## src/rtl/core/pnot_pkg.sv

```systemverilog
package pnot_pkg;

    typedef enum logic [4:0] {
        S_IDLE = 5'b00001,
        S_MULQ = 5'b00010,
        S_MULS = 5'b00100,
        S_DIV  = 5'b01000,
        S_EVAL = 5'b10000
    } t_state;

    localparam int unsigned CFG_IDX_W = 3;
    localparam int unsigned CFG_DATA_W = 32;

    localparam logic [CFG_IDX_W-1:0] CFG_GLISS_EN   = 3'd0;
    localparam logic [CFG_IDX_W-1:0] CFG_GLISS_WIN  = 3'd1;
    localparam logic [CFG_IDX_W-1:0] CFG_REATT_THR  = 3'd2;
    localparam logic [CFG_IDX_W-1:0] CFG_REATT_DEC  = 3'd3;
    localparam logic [CFG_IDX_W-1:0] CFG_POWER_ON   = 3'd4;
    localparam logic [CFG_IDX_W-1:0] CFG_QUALITY_ON = 3'd5;

    localparam logic [23:0] THR_RESET = 24'd32768;
    localparam logic [23:0] SAT24     = 24'hFFFFFF;

    localparam logic [4:0] DIV_LAST = 5'd23;

    // Pitch tolerances in Q7.8 semitones; OCT_NOTES and NOTE_MAX are whole note numbers.
    localparam logic signed [16:0] OCT_HALF  = 17'sd1536;
    localparam logic signed [16:0] OCTAVE    = 17'sd3072;
    localparam logic signed [16:0] DRIFT_MAX = 17'sd192;
    localparam logic signed [16:0] TUNE_MAX  = 17'sd102;
    localparam logic [15:0]        HALF_SEMI = 16'd128;
    localparam logic [8:0]         OCT_NOTES = 9'd12;
    localparam logic [7:0]         NOTE_MAX  = 8'd127;

endpackage

```

## src/rtl/core/pitch_note_onset_tracker.sv

```systemverilog
// The sequencer takes each accepted beat through S_MULQ, S_MULS, S_DIV and S_EVAL.
// A new beat is not accepted before the last one is through: a shared 32x16 multiplier runs
// twice and a restoring divider produces one quotient bit per cycle, 24 bits in all.
// The input stays stalled until a finished result has moved to the output register.
// Synchronous active-low reset clears the note state, the sequencer and the
// output valid, and loads the configuration registers with their default values.
module pitch_note_onset_tracker (
    input  logic                           i_clk,
    input  logic                           i_rst_n,
    input  logic                           i_cfg_we,
    input  logic [pnot_pkg::CFG_IDX_W-1:0]  i_cfg_index,
    input  logic [pnot_pkg::CFG_DATA_W-1:0] i_cfg_data,
    input  logic                           i_in_valid,
    output logic                           o_in_stall,
    input  logic                           i_cand_found,
    input  logic [14:0]                    i_cand_pitch,
    input  logic [23:0]                    i_cand_freq,
    input  logic [31:0]                    i_pitch_power,
    input  logic [31:0]                    i_total_power,
    input  logic                           i_debounce_elapsed,
    output logic                           o_out_valid,
    input  logic                           i_out_stall,
    output logic [6:0]                     o_note,
    output logic                           o_note_event,
    output logic [23:0]                    o_freq_out
);
    import pnot_pkg::*;

    t_state r_state, n_state;

    logic        r_gliss_en;
    logic [14:0] r_gliss_win;
    logic [23:0] r_thr;
    logic [15:0] r_decay;
    logic [31:0] r_power_on;
    logic [15:0] r_quality_on;

    logic [6:0]  r_held, r_last_sent;
    logic [14:0] r_prev_pitch;
    logic [31:0] r_prev_power;
    logic [23:0] r_slope;

    logic        r_found, r_deb;
    logic [14:0] r_pitch;
    logic [23:0] r_freq;
    logic [31:0] r_ppow, r_tpow;
    logic        r_drop, r_sat;
    logic [31:0] r_diff;
    logic [47:0] r_prod_q;
    logic [23:0] r_prod_s;
    logic [31:0] r_rem;
    logic [23:0] r_nbits;
    logic [23:0] r_quot;
    logic [4:0]  r_cnt;

    logic        r_res_pend;
    logic [6:0]  r_res_note;
    logic        r_res_event;
    logic [23:0] r_res_freq;
    logic        r_out_valid;
    logic [6:0]  r_out_note;
    logic        r_out_event;
    logic [23:0] r_out_freq;

    logic        in_acc, out_load;
    logic [31:0] mul_a;
    logic [15:0] mul_b;
    logic [47:0] mul_p;
    logic [32:0] div_t;
    logic        div_ge;

    logic signed [16:0] err_held, err_fold;
    logic        keep_pitch;
    logic [23:0] ratio;
    logic [24:0] growth_sum;
    logic [23:0] growth;
    logic [6:0]  held1;
    logic [23:0] slope1;
    logic signed [17:0] p_s, win_lo, win_hi;
    logic        gliss_ok, on_ok;
    logic [15:0] p_round;
    logic [7:0]  ip;
    logic signed [16:0] err_ip;
    logic        in_tune;
    logic [8:0]  ip_ext, ls_ext;
    logic        event_ok;
    logic [6:0]  held2, last2;
    logic [23:0] slope2;

    assign in_acc   = i_in_valid && !o_in_stall;
    assign out_load = r_res_pend && (!r_out_valid || !i_out_stall);
    assign o_in_stall = (r_state != S_IDLE) || r_res_pend;

    assign o_out_valid  = r_out_valid;
    assign o_note       = r_out_note;
    assign o_note_event = r_out_event;
    assign o_freq_out   = r_out_freq;

    always_comb begin
        if (r_state == S_MULQ) begin
            mul_a = r_tpow;
            mul_b = r_quality_on;
        end else begin
            mul_a = {8'd0, r_slope};
            mul_b = r_decay;
        end
        mul_p = mul_a * mul_b;
    end

    assign div_t  = {r_rem, r_nbits[23]};
    assign div_ge = div_t >= {1'b0, r_prev_power};

    always_comb begin
        n_state = r_state;
        unique case (r_state)
            S_IDLE: if (in_acc) n_state = S_MULQ;
            S_MULQ: n_state = S_MULS;
            S_MULS: n_state = S_DIV;
            S_DIV:  if (r_cnt == '0) n_state = S_EVAL;
            S_EVAL: n_state = S_IDLE;
            default: n_state = S_IDLE;
        endcase
    end

    always_comb begin
        err_held = $signed({2'b00, r_pitch}) - $signed({2'b00, r_held, 8'd0});
        if (err_held > OCT_HALF) begin
            err_fold = err_held - OCTAVE;
        end else if (err_held < -OCT_HALF) begin
            err_fold = err_held + OCTAVE;
        end else begin
            err_fold = err_held;
        end
        keep_pitch = (err_fold <= DRIFT_MAX) && (err_fold >= -DRIFT_MAX);

        if (r_prev_power == '0) begin
            ratio = '0;
        end else if (r_sat) begin
            ratio = SAT24;
        end else begin
            ratio = r_quot;
        end
        growth_sum = {1'b0, r_prod_s} + {1'b0, ratio};
        growth = growth_sum[24] ? SAT24 : growth_sum[23:0];

        held1  = r_held;
        slope1 = r_slope;
        if (r_held != '0) begin
            if (!keep_pitch) held1 = '0;
            if (r_drop) begin
                slope1 = '0;
            end else begin
                slope1 = growth;
                if (growth >= r_thr) held1 = '0;
            end
        end

        p_s    = $signed({3'b000, r_pitch});
        win_lo = $signed({3'b000, r_prev_pitch}) - $signed({3'b000, r_gliss_win});
        win_hi = $signed({3'b000, r_prev_pitch}) + $signed({3'b000, r_gliss_win});
        gliss_ok = !r_gliss_en || ((p_s >= win_lo) && (p_s <= win_hi));
        on_ok = (held1 == '0) && r_found && (r_ppow > r_power_on)
                && ({r_ppow, 16'd0} > r_prod_q) && gliss_ok;

        p_round = {1'b0, r_pitch} + HALF_SEMI;
        ip      = p_round[15:8];
        err_ip  = $signed({2'b00, r_pitch}) - $signed({1'b0, ip, 8'd0});
        in_tune = (ip <= NOTE_MAX) && (err_ip <= TUNE_MAX) && (err_ip >= -TUNE_MAX);

        ip_ext = {1'b0, ip};
        ls_ext = {2'b00, r_last_sent};
        event_ok = r_deb || ((ip_ext != ls_ext) && (ip_ext != ls_ext + OCT_NOTES)
                   && (ip_ext + OCT_NOTES != ls_ext));

        held2  = held1;
        last2  = r_last_sent;
        slope2 = slope1;
        if (on_ok && in_tune) begin
            held2 = ip[6:0];
            if (event_ok) begin
                last2  = ip[6:0];
                slope2 = '0;
            end
        end
    end

    always_ff @(posedge i_clk) begin
        if (!i_rst_n) begin
            r_state      <= S_IDLE;
            r_gliss_en   <= 1'b0;
            r_gliss_win  <= '0;
            r_thr        <= THR_RESET;
            r_decay      <= '0;
            r_power_on   <= '0;
            r_quality_on <= '0;
            r_held       <= '0;
            r_last_sent  <= '0;
            r_prev_pitch <= '0;
            r_prev_power <= '0;
            r_slope      <= '0;
            r_res_pend   <= 1'b0;
            r_out_valid  <= 1'b0;
        end else begin
            r_state <= n_state;

            if (i_cfg_we) begin
                unique case (i_cfg_index)
                    CFG_GLISS_EN:   r_gliss_en   <= i_cfg_data[0];
                    CFG_GLISS_WIN:  r_gliss_win  <= i_cfg_data[14:0];
                    CFG_REATT_THR:  r_thr        <= i_cfg_data[23:0];
                    CFG_REATT_DEC:  r_decay      <= i_cfg_data[15:0];
                    CFG_POWER_ON:   r_power_on   <= i_cfg_data;
                    CFG_QUALITY_ON: r_quality_on <= i_cfg_data[15:0];
                    default: ;
                endcase
            end

            if (r_state == S_EVAL) begin
                r_held       <= held2;
                r_last_sent  <= last2;
                r_slope      <= slope2;
                r_prev_pitch <= r_pitch;
                r_prev_power <= r_tpow;
                r_res_pend   <= 1'b1;
            end else if (out_load) begin
                r_res_pend <= 1'b0;
            end

            if (out_load) begin
                r_out_valid <= 1'b1;
            end else if (!i_out_stall) begin
                r_out_valid <= 1'b0;
            end
        end
    end

    always_ff @(posedge i_clk) begin
        if (in_acc) begin
            r_found <= i_cand_found;
            r_deb   <= i_debounce_elapsed;
            r_pitch <= i_cand_found ? i_cand_pitch : '0;
            r_freq  <= i_cand_found ? i_cand_freq : '0;
            r_ppow  <= i_pitch_power;
            r_tpow  <= i_total_power;
            r_drop  <= r_prev_power > i_total_power;
            r_diff  <= i_total_power - r_prev_power;
        end

        if (r_state == S_MULQ) begin
            r_prod_q <= mul_p;
            r_sat    <= {8'd0, r_diff} >= {r_prev_power, 8'd0};
        end

        if (r_state == S_MULS) begin
            r_prod_s <= mul_p[39:16];
            r_rem    <= {8'd0, r_diff[31:8]};
            r_nbits  <= {r_diff[7:0], 16'd0};
            r_quot   <= '0;
            r_cnt    <= DIV_LAST;
        end

        if (r_state == S_DIV) begin
            r_rem   <= div_ge ? 32'(div_t - {1'b0, r_prev_power}) : div_t[31:0];
            r_nbits <= {r_nbits[22:0], 1'b0};
            r_quot  <= {r_quot[22:0], div_ge};
            r_cnt   <= r_cnt - 5'd1;
        end

        if (r_state == S_EVAL) begin
            r_res_note  <= held2;
            r_res_event <= on_ok && in_tune && event_ok;
            r_res_freq  <= r_freq;
        end

        if (out_load) begin
            r_out_note  <= r_res_note;
            r_out_event <= r_res_event;
            r_out_freq  <= r_res_freq;
        end
    end

endmodule

```

## config.mk

```make
export PLATFORM = sky130hd
export DESIGN_NAME = pitch_note_onset_tracker
export DESIGN_NICKNAME = d
export VERILOG_FILES = /design/src/rtl/core/pnot_pkg.sv /design/src/rtl/core/pitch_note_onset_tracker.sv
export SDC_FILE = /design/constraint.sdc
export NUM_CORES = 2
export LEC_CHECK = 0
export BUFFER_PORTS_ARGS = -buffer_cell sky130_fd_sc_hd__buf_2
export CORE_AREA = 2 2 333 335
export DETAILED_ROUTE_END_ITERATION = 7
export DIE_AREA = 0 0 335 337
export PLACE_DENSITY = 0.64
export SYNTH_ARGS = -nofsm -noshare
export SYNTH_HDL_FRONTEND = slang
export SYNTH_SLANG_ARGS = --single-unit
```

## constraint.sdc

```tcl
create_clock -name i_clk -period 10.15 [get_ports i_clk]
set_input_delay 0 -clock i_clk [delete_from_list [all_inputs] [get_ports i_clk]]
set_output_delay 0 -clock i_clk [all_outputs]
set_load 0.005 [all_outputs]
```

==> summary.txt <==
Outcome
  • Status: finished clean

Synth
  • Largest family of logic cells by synthesized area: adder cells
  • Main flop type after synthesis: edfxtp_1
  • EDFF count, synth: 344
  • Post-synthesis mux area share: between 1 and 1.5%
  • Synth Area in Simple Gates: 16.3%
  • Synth cell types: 94
  • Net count after synthesis: roughly 6000
  • Post-Synth XOR/XNOR Area: under 10%
  • Compound-gate portion of the synthesized area: roughly 12%
  • Sequential area share after synthesis: 30.6%
  • Post-Syn Area: around 47000 µm²
  • Synth Register Bits: 540
  • Avg Cell Area, Syn: 9.31 µm²
  • Syn Inst Count: 5003
  • Ys async rst share: 0%
  • Post-synthesis adder-cell area fraction: around 29%
  • Synth warn: 0

STA
  • Final critical-path required period: slightly below 9000 ps
  • RSZ-0062 raised after global routing: no
  • Tcrit/Tclk final: around 87%
  • Setup violations, final: 0
  • Final Max Slew Viols: 0
  • Clk_skew: 52.5 ps
  • Setup tns final: 0 ps
  • Tightest Pin Transition: approximately 1200 ps
  • Final Hold Fails: 0
  • Rel. slew slack: between 10% and 20%
  • Max frequency: between 0.1 and 0.15 GHz

Drt
  • Vias: around 37000
  • Drt via density: ~5.4
  • First-pass DRT Iterations: 5
  • DRC viols: 0
  • DR WL/cell: between 15 and 20 µm
  • Antenna violation net count after detailed routing: 0
  • Initial DRC Count: about 2900
  • DRT Wirelength: 135 mm

Floorplanning
  • Die height: 337 µm
  • Die footprint: roughly 110000 µm²
  • Starting Density: between 40% and 50%
  • Total core area: 110000 µm²
  • Row cnt: roughly 120
  • Top Ports: about 180
  • Die Wd: between 300 and 400 µm

Finish
  • Register Area: about 14000 µm²
  • Layout Nets: approximately 6200
  • Layout area overhead: 13.0%
  • Share of layout cells above drive strength 1: 7.61%
  • Multi-input gate area: about 29000 µm²
  • # fillers: ~10000
  • Fin cells: 6753

Worst setup path
  • CP max stage delay: approximately 900 ps
  • Critical path arrival: roughly 9300 ps
  • Crit path max-delay family: adder cells
  • Kind of end point of the critical path: flip-flop
  • Critical path type: reg -> reg
  • Cell mode on critical path: fa_1
  • Req. time, crit path: about 11000 ps
  • Slowest-stage cell, CP: nand2_1
  • Critical-path maximum fanout: between 40 and 50
  • Type of origin of the critical path: flip-flop
  • CP Buf/Inv Count: 4

Placement
  • Count of input and output buffers: roughly 180
  • Detail Placement HPWL: approximately 100 mm
  • RePlAce Congestion: ~0.95
  • Dpl cells: ~6500

Worst hold path
  • Hold crit path type: in -> reg

Clock tree
  • Total CTS buffers: between 60 and 70
  • H-tree lvl count: 2
  • Setup Fix Bufs, Post-CTS: 0
  • CTS Buffer Depth: 3
  • CTS tree: built
  • Clock slew at reported path FFs: roughly 60 ps
  • Clock latency reported for the late side of the worst-skew pair: between 600 and 700 ps
  • Clock root cell: clkbuf_16
  • Clk sink count: 540

Global routing
  • Largest net degree at the start of global routing: 70
  • Gr ovfl total: 0
  • Number of global-route vias before repair: ~37000
  • First-pass GRT wire length: between 200 and 250 mm
  • Antenna violations before repair: 5
  • GRT Total Usage: roughly a quarter

Pwr
  • PD cells: around 100 nW/µm²
  • Leakage: about 0.023 µW
  • Peak VDD IR: approximately 0.14 mV

Flow run
  • Max-cap viol count: 0
[power breakdown]
part           internal (µW)  leakage, µW  switching [µW]
Sequential              2430      0.00469            86.0
Clock                   1320      0.00103             976
Combinational            279       0.0173             418
[Yosys cell counts (8+ instances only)]
master,instances,area (µm²)
nand2_1,880,3300
inv_1,688,2580
fa_1,424,8490
ha_1,403,5040
edfxtp_1,344,10300
nor2_1,329,1230
dfxtp_1,196,3920
a21oi_1,169,846
clkbuf_1,167,627
a21boi_0,160,1200
o21ai_0,139,696
xnor2_1,121,1060
and2_1,88,551
a21o_1,87,653
and3_1,72,450
mux2i_1,63,631
nor3_1,49,245
nand3_1,48,240
xor2_1,43,377
nand4_1,39,244
nor2b_1,35,219
nand2b_1,33,206
o21a_1,33,248
a211oi_1,27,203
nor4_1,25,156
o32ai_1,25,219
a31oi_1,22,138
o211ai_1,22,165
o21bai_1,20,150
o31ai_1,17,128
or2_2,17,106
or3_1,16,100
buf_1,12,45.0
nand3b_1,10,75.1
o21ai_1,9,45.0
a2111oi_0,8,70.1
a221oi_1,8,70.1
o2bb2ai_1,8,70.1
[worst paths after layout]
check | start | endpoint | slack, ps | depth (start not counted)
min reg2reg | r_freq[11]$_SDFFCE_PN0P_ | r_res_freq[11]$_DFFE_PP_ | 410 | 0
min | i_pitch_power[19] | r_ppow[19]$_DFFE_PP_ | 30 | 2
max reg2reg | r_state[4]$_SDFFE_PN0P_ | r_prod_q[43]$_DFFE_PN_ | 1270 | 26
max | r_state[4]$_SDFFE_PN0P_ | r_prod_q[43]$_DFFE_PN_ | 1270 | 26
[cells in the final DEF (no fill, tap or decap), types with 32 or more instances in the layout]
cell type	instances
nand2_1	879
inv_1	687
fa_1	424
ha_1	403
edfxtp_1	344
nor2_1	327
dfxtp_1	196
buf_2	177
a21oi_1	169
dlygate4sd3_1	162
a21boi_0	159
o21ai_0	136
xnor2_1	121
and2_1	88
a21o_1	87
and3_1	72
clkbuf_16	64
buf_4	61
mux2i_1	60
nor3_1	48
nand3_1	47
xor2_1	43
nand4_1	39
nor2b_1	35
o21a_1	33
nand2b_1	32
[repair_timing]
action	CTS	global route
gates resized for setup	0	0
hold buffers	162	0
hold endpoints to repair	311	0
[routing by layer]
| metal | GRT usage (%) | part of all wire (%) | routed length, µm |
|---|---|---|---|
| met4 | 8.09 | 3.5 | 4670 |
| met1 | 31.4 | 42 | 57300 |
| met5 | 0 | 0.011 | 15 |
| met2 | 40.1 | 47 | 62900 |
| met3 | 4.39 | 7.4 | 10000 |
[kinds of logic after synthesis]
family / after synthesis
compound gates: 833
xor+xnor: 165
fa+ha+maj: 827
buf+inv: 886
flops: 540
mux: 65
simple gates: 1687
[area by class of cell]
class / instances / area share, %
multi-input combinational: 3577 / 55.0
sequential: 540 / 27.1
timing repair buffer: 400 / 5.63
inverter: 691 / 4.93
tap: 1426 / 3.39
clock buffer: 78 / 3.24
clock inverter: 38 / 0.730
antenna: 3 / 0.0143
[per-stage QoR]
step	setup slack, ps	utilization, %	instance area [µm²]	hold WS [ps]	total power, µW
3_5_place_dp	1290	44.6	48900	179	3200
3_3_place_gp	1440	44.6	48900	177	3190
5_1_grt	716	48.0	52600	31.1	5720
2_1_floorplan	1750	-	46600	98.9	2970
4_1_cts	1280	48.0	52600	0.746	5550
6_report	1270	48.0	52600	34.9	5510
[registers in the layout, indices dropped and copies added (netlist names), 32 cells and up]
signal / count
r_tpow: 32
r_ppow: 32
r_power_on: 32
r_prev_power: 32
r_diff: 32
r_prod_q: 48
r_rem: 32
No activity file was read; power rests on OpenSTA's default activity.
